File: src/sv/tlg_ram.sv
`timescale 1ns / 1ps
// ----------------------------------------------------------------------------
// tlg_ram
// Generic simple dual-port RAM, one write and one registered read port.
// ----------------------------------------------------------------------------
module tlg_ram #(
   parameter int WIDTH = 64,
   parameter int DEPTH = 64
) (
   input  logic                     clock,
   input  logic                     wr_en,
   input  logic [$clog2(DEPTH)-1:0] wr_addr,
   input  logic [WIDTH-1:0]         wr_data,
   input  logic                     rd_en,
   input  logic [$clog2(DEPTH)-1:0] rd_addr,
   output logic [WIDTH-1:0]         rd_data
);

   logic [WIDTH-1:0] mem [DEPTH];
   logic [WIDTH-1:0] rd_data_ff;

   // storage and registered read
   always_ff @(posedge clock) begin
      if (wr_en) begin
         mem[wr_addr] <= wr_data;
      end
      if (rd_en) begin
         rd_data_ff <= mem[rd_addr];
      end
   end

   assign rd_data = rd_data_ff;

endmodule

File: config.mk
export PLATFORM = sky130hd
export DESIGN_NAME = tlg_ram
export DESIGN_NICKNAME = d
export VERILOG_FILES = /design/src/sv/tlg_ram.sv
export SDC_FILE = /design/constraint.sdc
export NUM_CORES = 2
export LEC_CHECK = 0
export BUFFER_PORTS_ARGS = -buffer_cell sky130_fd_sc_hd__buf_2
export CORE_MARGIN = 3
export CORE_UTILIZATION = 35
export CTS_BUF_LIST = sky130_fd_sc_hd__clkbuf_8 sky130_fd_sc_hd__clkbuf_16
export DETAILED_ROUTE_END_ITERATION = 10
export GPL_ROUTABILITY_DRIVEN = 0
export PLACE_DENSITY = 0.52
export SYNTH_ARGS = -nofsm -noshare
export SYNTH_HDL_FRONTEND = slang
export SYNTH_SLANG_ARGS = --single-unit
File: constraint.sdc
create_clock -name clock -period 13 [get_ports clock]
set_input_delay 2.6 -clock clock [delete_from_list [all_inputs] [get_ports clock]]
set_output_delay 2.6 -clock clock [all_outputs]
set_load 0.03 [all_outputs]
==> summary.md <==
| Metric | Value |
|---|---|
| DR iter-0 viols | `9871` |
| Largest net degree at the start of global routing | `112` |
| Worst Path Class, Setup | `in -> reg` |
| Yosys Warn Count | `0` |
| Die X | `676 um` |
| Hold Path Class | `reg -> reg` |
| Placed standard-cell area | `166000 sq um` |
| Vias | `75900` |
| Clock power share | `42.8%` |
| I/O Buffers | `142` |
| Starting Density | `35.2%` |
| Area growth, synth to finish | `14.4%` |
| Switching share of total power | `21.4%` |
| Reg power frac | `52.7%` |
| M2 GR Usage | `33.8%` |
| Post_cts resized | `0` |
| Kind of end point of the critical path | `register` |
| Worst slew pin tran | `1.42 ns` |
| Net switching power | `6.07 mW` |
| Setup bufs post-CTS | `0` |
| Top Ports | `143` |
| Power per standard cell area | `158 nW/um^2` |
| Number of H-tree levels | `5` |
| RR Startpoint | `mem[10][48]` |
| Largest delay share family, worst path | `buffers and inverters` |
| Fin Setup TNS | `0 ns` |
| Most frequent cells in the layout | `edfxtp_1 (4160), mux4_2 (1024), clkbuf_16 (437)` |
| CTS tree | `built` |
| Vias in the first global route | `76300` |
| Hold-fix buffers at CTS | `0` |
| FF+latch count, synth | `4160` |
| Clk buf depth | `4` |
| Most common cell after layout, fill and taps aside | `edfxtp_1` |
| Max Cap Viol | `0` |
| Slew Limit Fails | `0` |
| Clk_skew | `0.0620 ns` |
| Root Buffer | `clkbuf_16` |
| Peak supply drop | `0.000123 V` |
| Design area | `180000 sq um` |
| Slowest CP cell | `buf_4` |
| Register area share after synthesis | `79.6%` |
| Row count | `245` |
| Crit path DAT | `6.37 ns` |
| Final net count | `7085` |
| Setup ws final | `7.31 ns` |
| Outcome | `finished, final reports clean` |
| Worst-Skew Late Latency | `0.98 ns` |
| Global routing met3 resource utilization | `3.47%` |
| Synth Instances | `6598` |
| Die area | `457000 sq um` |
| Dpl cells | `12500` |
| Final setup viols | `0` |
| Synthesized area per cell | `23.8 sq um` |
| Core box area | `446000 sq um` |
| Min-delay src | `mem[39][2]` |
| Library cells used by synthesis | `32` |
| Hold EP | `rd_data[2]` |
| Initial antenna violation count | `54` |
| CP Cell Sequence | `buf_8 -> buf_12 -> buf_4 -> mux4_2 -> o221ai_1 -> o22ai_1 -> and3_1` |
| Fin cells | `13300` |
| Final min period | `5.69 ns` |
| Startpoint Class | `input port` |
| Reg2reg end | `rd_data[48]` |
| Crit-path max FO | `87` |
| Router iterations before antenna repair | `7` |
| Layer with the highest usage | `met2` |
| Vias/cell | `5.70` |
| Reg2Reg Depth | `5` |
| Post-Synthesis Cell Area | `157000 sq um` |
| Wirelength per Cell | `35.6 um` |
| Share of layout cells above drive strength 1 | `28.2%` |
| Combinational Power Share | `4.6%` |
| FF-to-FF setup slack | `10.63 ns` |
| Hold path depth | `4` |
| Clock-pin slew on the worst setup and hold paths | `0.06 ns` |
| DRC Markers | `0` |
| P_int | `22.3 mW` |
| Period utilisation layout | `43.8%` |
| Wirelength, routed | `475 mm` |
| Unrepaired setup endpoints after global routing | `no` |
| Max_slew headroom | `5.50%` |
| Fin. Hold Viols | `0` |
| Fmax achieved | `176 MHz` |
| Static Leak | `55.6 nW` |
| Worst slack at placement | `6.28 ns` |
| GRT Total Usage | `20.5%` |
| Num CTS Buffers | `430` |
| Buffers and inverters on the worst path | `3` |
| Slowest stage delay, CP | `0.78 ns` |
| Synthesized net count | `6677` |
| GRT overflow | `0` |
| Hpwl dp | `247 mm` |
| Final Total Pwr | `28.4 mW` |
| Num Clock Sinks | `4160` |
| First-pass GRT wire length | `648 mm` |
| Met1 usage | `28.5%` |
| Critical path required time | `13.68 ns` |
| Final ANT Viol Nets | `0` |
| Die span in y | `676 um` |
[power by group through the flow]
stage | clock network, mW | logic, mW | registers (mW)
floorplan | 0 | 0.692 | 15.2
global placement | 0 | 1.30 | 15.2
detailed placement | 0 | 1.32 | 15.2
CTS | 12.4 | 1.32 | 15.0
global route | 12.9 | 1.38 | 14.9
finish | 12.1 | 1.30 | 14.9
[flip-flops by register name, indices dropped and copies added, names as in the netlist]
register / count
mem: 4096
rd_data: 64
[cells in the mapped netlist]
library cell     n  area (sq um)
a22o_1          88           771
or2_2           28           175
nand4b_1         1          8.76
a2bb2oi_1       19           166
buf_4           34           255
nand3_1         45           225
inv_1           19          71.3
mux4_2        1024         23100
nand2_1         58           218
a211oi_1        63           473
o221ai_1        38           333
clkbuf_1       140           526
buf_1           20          75.1
nand2b_1        11          68.8
or3_1           29           181
a31o_1           1          8.76
nand3b_1         2          15.0
and2_1           3          18.8
a41oi_1         26           228
nor2b_1         28           175
a31oi_1         18           113
a22oi_1        168          1260
or3b_2           1          8.76
edfxtp_1      4160        125000
buf_2          170           851
nand4_1          2          12.5
o22ai_1         83           519
and3_1          64           400
nor2_1         112           420
mux2i_1        135          1350
nor3_1           2          10.0
buf_6            6          67.6
[metrics by stage]
step / hold slack [ns] / utilization (%)
after floorplan: 0.865 / -
after global placement: 0.903 / 37.2
after detailed placement: 0.910 / 37.2
after CTS: 0.907 / 40.3
after global routing: 0.965 / 40.3
final: 0.916 / 40.3
[routing by layer]
layer / wire length, um / part of all wire [%]
met1: 192000 / 40
met2: 232000 / 49
met3: 37400 / 7.9
met4: 12700 / 2.7
met5: 96 / 0.020
[worst register-to-register path: cells and delay by family (launching register included)]
family / cells / cell delay (ns)
muxes: 1 / 0.47
DFF: 1 / 0.37
AOI/OAI and AO/OA: 2 / 0.91
and+or+nand+nor: 2 / 0.34
[cell families after synthesis]
logic type,share of synthesized area (%)
flip-flops,79.6
multiplexers,15.6
buffers and inverters,1.18
AO/OA/AOI/OAI,2.47
AND/OR/NAND/NOR,1.23
[worst max-delay path by stage]
stage / depth (start not counted) / startpoint / to / slack [ns]
6_report: 7 / rd_addr[1] / rd_data[42] / 7.31
4_1_cts: 7 / rd_addr[1] / rd_data[42] / 7.35
3_5_place_dp: 8 / rd_addr[1] / rd_data[43] / 6.28
5_1_grt: 8 / rd_addr[0] / rd_data[19] / 7.09
3_3_place_gp: 8 / rd_addr[1] / rd_data[43] / 6.29
2_1_floorplan: 4 / wr_addr[3] / mem[48][0] / 4.96
[cell type report]
type / instances / area [sq um]
multi-input combinational: 2049 / 30800
clock buffer: 437 / 10900
timing repair buffer: 346 / 2530
inverter: 19 / 71.3
sequential: 4160 / 125000
tap: 5928 / 7420
antenna: 14 / 35.0
clock inverter: 359 / 2970
fill: 38800 / 266000
Note: power is estimated with default switching activity, not from simulation.
