### src/sv/tlg_pkg.sv
`timescale 1ns / 1ps
// ----------------------------------------------------------------------------
// tlg_pkg
// Types and constants of the toroidal life generation step core.
// ----------------------------------------------------------------------------
package tlg_pkg;

   // beat field widths
   localparam int OP_W    = 2;
   localparam int ROW_W   = 6;
   localparam int COL_W   = 6;
   localparam int REQ_D_W = 16;  // row, column, cell_value, zero padding
   localparam int RSP_D_W = 8;   // read_value, zero padding

   // opcodes, echoed in the result kind
   localparam logic [OP_W-1:0] OP_WRITE = 2'd0;
   localparam logic [OP_W-1:0] OP_READ  = 2'd1;
   localparam logic [OP_W-1:0] OP_STEP  = 2'd2;

   // B3/S23 neighbour counts
   localparam int              NBR_W      = 4;
   localparam logic [NBR_W-1:0] NBR_BIRTH = 4'd3;
   localparam logic [NBR_W-1:0] NBR_KEEP  = 4'd2;

   typedef enum logic [3:0] {
      ST_IDLE = 4'b0001,
      ST_CELL = 4'b0010,
      ST_STEP = 4'b0100,
      ST_DONE = 4'b1000
   } state_type;

endpackage

### src/sv/tlg_row_rule.sv
`timescale 1ns / 1ps
// ----------------------------------------------------------------------------
// tlg_row_rule
// Next generation of one row from the old rows above, at and below it.
// ----------------------------------------------------------------------------
module tlg_row_rule #(
   parameter int GRID_SIZE = 64
) (
   input  logic [GRID_SIZE-1:0] above,
   input  logic [GRID_SIZE-1:0] mid,
   input  logic [GRID_SIZE-1:0] below,
   output logic [GRID_SIZE-1:0] next_row
);
   import tlg_pkg::*;

   // one counter per column, columns wrap round the torus
   for (genvar c = 0; c < GRID_SIZE; c++) begin : g_col
      localparam int L = (c + GRID_SIZE - 1) % GRID_SIZE;
      localparam int R = (c + 1) % GRID_SIZE;
      logic [NBR_W-1:0] nbr;

      assign nbr = {3'b000, above[L]} + {3'b000, above[c]} + {3'b000, above[R]}
                 + {3'b000, mid[L]}                        + {3'b000, mid[R]}
                 + {3'b000, below[L]} + {3'b000, below[c]} + {3'b000, below[R]};

      assign next_row[c] = (nbr == NBR_BIRTH) || (mid[c] && (nbr == NBR_KEEP));
   end

endmodule

### config.mk
export PLATFORM = sky130hd
export DESIGN_NAME = tlg_row_rule
export DESIGN_NICKNAME = d
export VERILOG_FILES = /design/src/sv/tlg_pkg.sv /design/src/sv/tlg_row_rule.sv
export SDC_FILE = /design/constraint.sdc
export NUM_CORES = 1
export LEC_CHECK = 0
export BUFFER_PORTS_ARGS = -buffer_cell sky130_fd_sc_hd__buf_2
export CAP_MARGIN = 20
export CORE_MARGIN = 2
export CORE_UTILIZATION = 45
export DETAILED_ROUTE_END_ITERATION = 8
export PLACE_DENSITY = 0.69
export SLEW_MARGIN = 0
export SYNTH_ARGS = -nofsm -noshare
export SYNTH_HDL_FRONTEND = slang
export SYNTH_SLANG_ARGS = --single-unit
### constraint.sdc
create_clock -name vclk -period 5.8
set_input_delay 0.29 -clock vclk [all_inputs]
set_output_delay 0.29 -clock vclk [all_outputs]
set_load 0.005 [all_outputs]
==> run_results.csv, run 1 <==
group,metric,value,unit
worst_setup_path,critPathLaunchType,"input port",
power_and_ir_drop,powerDensity,167.9,nW/um2
synth,yosysUniqueCellTypes,8,
sta,max_slew_margin,83.23,%
synth,syn_area,10890,um2
synth,netlist_top_cells_area,"fa_1, ha_1, inv_1, a21oi_1, nand3_1",
global_route,grt_overflow_total,0,
sta,tns,0,ns
min_path,hold_path.class,"input port to primary output",
worst_setup_path,worstPathMaxFanout,2,
final_layout,final_layout_size_suffix_gt1_share,17.40,%
synth,yosysMostFrequentCell,"inv_1",
sta,whs,0.9414,ns
power_and_ir_drop,p_leak,7.321,nW
drt,wl_per_cell,12.21,um
floorplanning,core-area,23610,um2
clock_network,postCtsHoldBufs,0,
worst_setup_path,arrival,3.16,ns
min_path,worstHoldStart,"mid[13]",
placed_design,dpl.hpwl,21.57,mm
sta,slew_violations,0,
global_route,grt_pass1_vias,8848,
drt,drc,0,
global_route,grt_start_max_net_pins,4,
placed_design,port_buffers,256,
global_route,antenna_found_initial,4,
worst_setup_path,critPathRequiredTime,5.51,ns
flow_run,maxCapViolCount,0,
sta,max_freq,290.1,MHz
final_layout,register_area,0,um2
final_layout,layout.cells.non_filler,1791,
placed_design,post-place-ws,2.325,ns
drt,drt_iter0_drc,222,
placed_design,dp.cells,1790,
synth,synth_top_area_share,47.08,%
final_layout,area_growth,15.46,%
sta,tightest_slew,0.2513,ns
sta,hold_viol,0,
final_layout,fin_nets,2113,
drt,viasPerCell,4.604,
sta,layout_min_cycle_time,3.447,ns
final_layout,design.seq.count,0,
synth,yosysSeqAreaShare,0,%
floorplanning,die_h,159.5,um
power_and_ir_drop,vdd_drop_max,0.00007465,V
drt,dr.pass1.iters,4,
sta,setup_ws,2.353,ns
synth,post_synth.cell_area_avg,8.960,um2
final_layout,fill_cells,2268,
global_route,grt_pass1_wl,39.17,mm
synth,synth_commonest_cells,"inv_1, fa_1, ha_1",
clock_network,post_cts_buffers,0,
final_layout,n_clock_buffer,0,
sta,rsz0062_at_grt,"no",
drt,num_vias,8246,
worst_setup_path,crit_path_start,"above[53]",
clock_network,cts_resized,0,
floorplanning,dieArea,25450,um2
floorplanning,ioPinCount,256,
worst_setup_path,end_kind,"primary output",
run_status,status,"finished, final reports clean",
floorplanning,die_w,159.5,um
synth,synth_top_area_cell,"fa_1",
worst_setup_path,path_class,"input port to primary output",
sta,setup_viol,0,
placed_design,gp_congestion,0.8246,
synth,syn_nets,1855,
sta,fin_crit_sh,59.43,%
floorplanning,start_util,46.11,%
synth,ys_warn_count,0,
floorplanning,rows,56,
synth,synth_cells,1215,
drt,ant_nets,0,
global_route,grtUsageTotal,17.98,%
drt,wirelength,21.87,mm
cell usage in the layout (no fill, tap or decap):
cell and n:
or2_1 49, ha_1 192, o21ai_0 64, diode_2 1
nand3_1 64, fa_1 256, or2_0 15, buf_2 256
a21oi_1 128, inv_1 447
per-layer routing:
layer / vias up / routed length (um) / track usage (%)
met3: 10 / 1079 / 2.188
li1: 4166 / - / -
met4: 4 / 151 / 0.9917
met1: 3899 / 9616 / 23.77
met5: - / 22 / 0
met2: 167 / 11000 / 33.10
per-stage QoR:
stage | power (mW) | util [%] | instance area, um2
4_1_cts | 2.155 | 53.22 | 12570
3_5_place_dp | 2.138 | 53.22 | 12570
5_1_grt | 2.533 | 53.23 | 12570
6_report | 2.110 | 53.23 | 12570
3_3_place_gp | 2.038 | 53.22 | 12570
2_1_floorplan | 1.484 | - | 10890
cells by family (layout without fill, tap and decap cells):
| group | Yosys count | in the layout | synth area share [%] |
|---|---|---|---|
| other | 0 | 1 | 0 |
| buffers and inverters | 447 | 703 | 15.41 |
| and+or+nand+nor | 128 | 128 | 6.620 |
| AOI/OAI and AO/OA | 192 | 192 | 8.827 |
| adders and majority gates | 448 | 448 | 69.14 |
path summary, 6_finish.rpt:
path / depth (start not counted) / endpoint
max: 11 / next_row[54]
min: 4 / next_row[13]
layout make-up:
class	count	area (um2)	share of cell area, %
inverters	447	1678	13.35
multi-input cells	768	9209	73.26
diodes	1	2.502	0.01991
well taps	319	399.1	3.175
repair buffers	256	1281	10.19
power breakdown:
group / total, mW / switching (mW) / leakage (nW) / internal, mW
sequential: 0 / 0 / 0 / 0
clock: 0.0000000231 / 0 / 0.00000634 / 0.0000000231
combinational: 2.11 / 1.14 / 7.32 / 0.970
total: 2.11 / 1.14 / 7.32 / 0.970
worst max-delay path, cell delays in order:
cell     delay [ns]
buf_2          0.10
inv_1          0.08
fa_1           0.56
fa_1           0.43
fa_1           0.50
inv_1          0.04
ha_1           0.20
fa_1           0.39
or2_0          0.23
a21oi_1        0.19
buf_2          0.15
(Power assumes the default switching activity.)
==> run 2, diff against run 1 <==
- PLACE_DENSITY: 0.69 -> 0.71
- clock period: 5.8 -> 2.81 ns (I/O delays scaled with it)
==> run_results.csv, run 2 (same netlist as run 1, synthesis figures left out) <==
group,metric,value,unit
placed_design,place_area,13550,um2
placed_design,dpl.hpwl,22.45,mm
floorplanning,ioPinCount,256,
sta,max_slew_margin,80.71,%
global_route,grtUsageTotal,20.14,%
global_route,gr-usage-met1,24.84,%
sta,slew_violations,0,
global_route,use_met3,2.761,%
global_route,grt_overflow_total,0,
worst_setup_path,arrival,2.90,ns
drt,num_vias,9063,
worst_setup_path,critPathRequiredTime,2.67,ns
power_and_ir_drop,total_power,5.539,mW
floorplanning,die_w,159.5,um
worst_setup_path,critPathLaunchType,"input port",
placed_design,gp_congestion,0.8730,
run_status,violations,"negative setup slack",
global_route,top_usage_layer,"met2",
sta,setup_ws,-0.2328,ns
final_layout,design.seq.count,0,
sta,max_freq,328.6,MHz
drt,drt_iter0_drc,244,
drt,drc,0,
worst_setup_path,critPathMaxStageDelay,0.52,ns
power_and_ir_drop,powerDensity,364.1,nW/um2
sta,fin_crit_sh,108.3,%
power_and_ir_drop,vdd_drop_max,0.0001976,V
drt,wirelength,25.69,mm
drt,wl_per_cell,13.30,um
floorplanning,core-area,23610,um2
worst_setup_path,critical_path.cell_chain,"buf_8, inv_4, fa_1, fa_1, fa_1, inv_2, ha_4, fa_2, or2_0, a21oi_1, buf_2",
run_status,status,"finished, violations left",
drt,dr.pass1.iters,4,
global_route,grt_start_max_net_pins,4,
final_layout,area_growth,39.73,%
sta,rsz0062_at_grt,"yes",
final_layout,layout_commonest_cell,"inv_1",
global_route,grt_pass1_vias,10030,
floorplanning,rows,56,
worst_setup_path,crit_path_frequent_cell,"fa_1",
sta,hold_viol,0,
final_layout,n_clock_buffer,0,
placed_design,post-place-ws,-0.3359,ns
final_layout,final_layout_size_suffix_gt1_share,43.82,%
final_layout,register_area,0,um2
final_layout,layout_common_cells,"inv_1, fa_1, buf_2, buf_4, ha_1",
floorplanning,die_h,159.5,um
worst_setup_path,end_kind,"primary output",
floorplanning,dieArea,25450,um2
drt,ant_nets,0,
worst_setup_path,path_class,"input port to primary output",
flow_run,maxCapViolCount,0,
floorplanning,start_util,46.11,%
final_layout,final_cell_area,15210,um2
worst_setup_path,worstPathMaxFanout,2,
power_and_ir_drop,p_leak,7.990,nW
placed_design,port_buffers,256,
global_route,grt_pass1_wl,43.64,mm
global_route,grt_use_met2,37.78,%
drt,viasPerCell,4.693,
min_path,hold_path.class,"input port to primary output",
worst_setup_path,critical_path.slowest_cell,"fa_1",
final_layout,fin_nets,2251,
sta,setup_viol,64,
sta,tightest_slew,0.2890,ns
sta,layout_min_cycle_time,3.043,ns
global_route,antenna_found_initial,3,
run 2: cell types whose count changed in the layout (fill, tap and decap cells not counted), sizes merged:
cell   previous run  this run
buf             256       394
diode             1         3
run 2: through the flow:
step / hold slack [ns] / util [%] / cells / setup TNS, ns
finish: 0.6008 / 64.42 / 1931 / -8.438
global route: 0.6210 / 64.42 / 1931 / -14.33
floorplan: 0.4488 / - / 1215 / 0
CTS: 0.6402 / 60.80 / 1924 / -10.70
detailed placement: 0.6468 / 57.39 / 1921 / -15.95
global placement: 0.6475 / 57.39 / 1921 / -14.19
run 2: final cells by class:
| class | instances | area, um2 |
|---|---|---|
| timing repair buffer | 394 | 3008 |
| inverter | 447 | 1823 |
| multi-input combinational | 768 | 9975 |
| tap | 319 | 399.1 |
| antenna | 3 | 7.507 |
| fill | 1823 | 8401 |
run 2: worst max-delay path, delay by kind of cell:
family          cells  cell delay (ns)
fa+ha+maj           5             2.04
buf+inv             4             0.30
simple gates        1             0.23
compound gates      1             0.19
run 2: metal layers:
metal  wire, um  up-vias  share of wire (%)
met2      13360      196                 52
met1      10480     4367                 41
li1           -     4466                  -
met3       1299       34                5.1
met4        546        0                2.1
met5          0        -                  0
run 2: worst paths after layout:
kind / from / to / slack, ns / cells after the start
max: mid[53] / next_row[54] / -0.23 / 11
min: mid[22] / next_row[22] / 0.60 / 4
run 2: power by group:
part	total [mW]	leakage (nW)	switching [mW]	internal (mW)
Combinational	5.54	7.99	2.83	2.70
Sequential	0	0	0	0
Clock	0.000000143	0.0000190	0	0.000000143
run 2: what timing repair did:
action,4_1_cts,5_1_grt
pin swaps,117,134
hold endpoints to repair,0,0
resized for setup,339,254
setup buffers,3,4
hold buffers,0,0
endpoints found under the setup margin,64,64
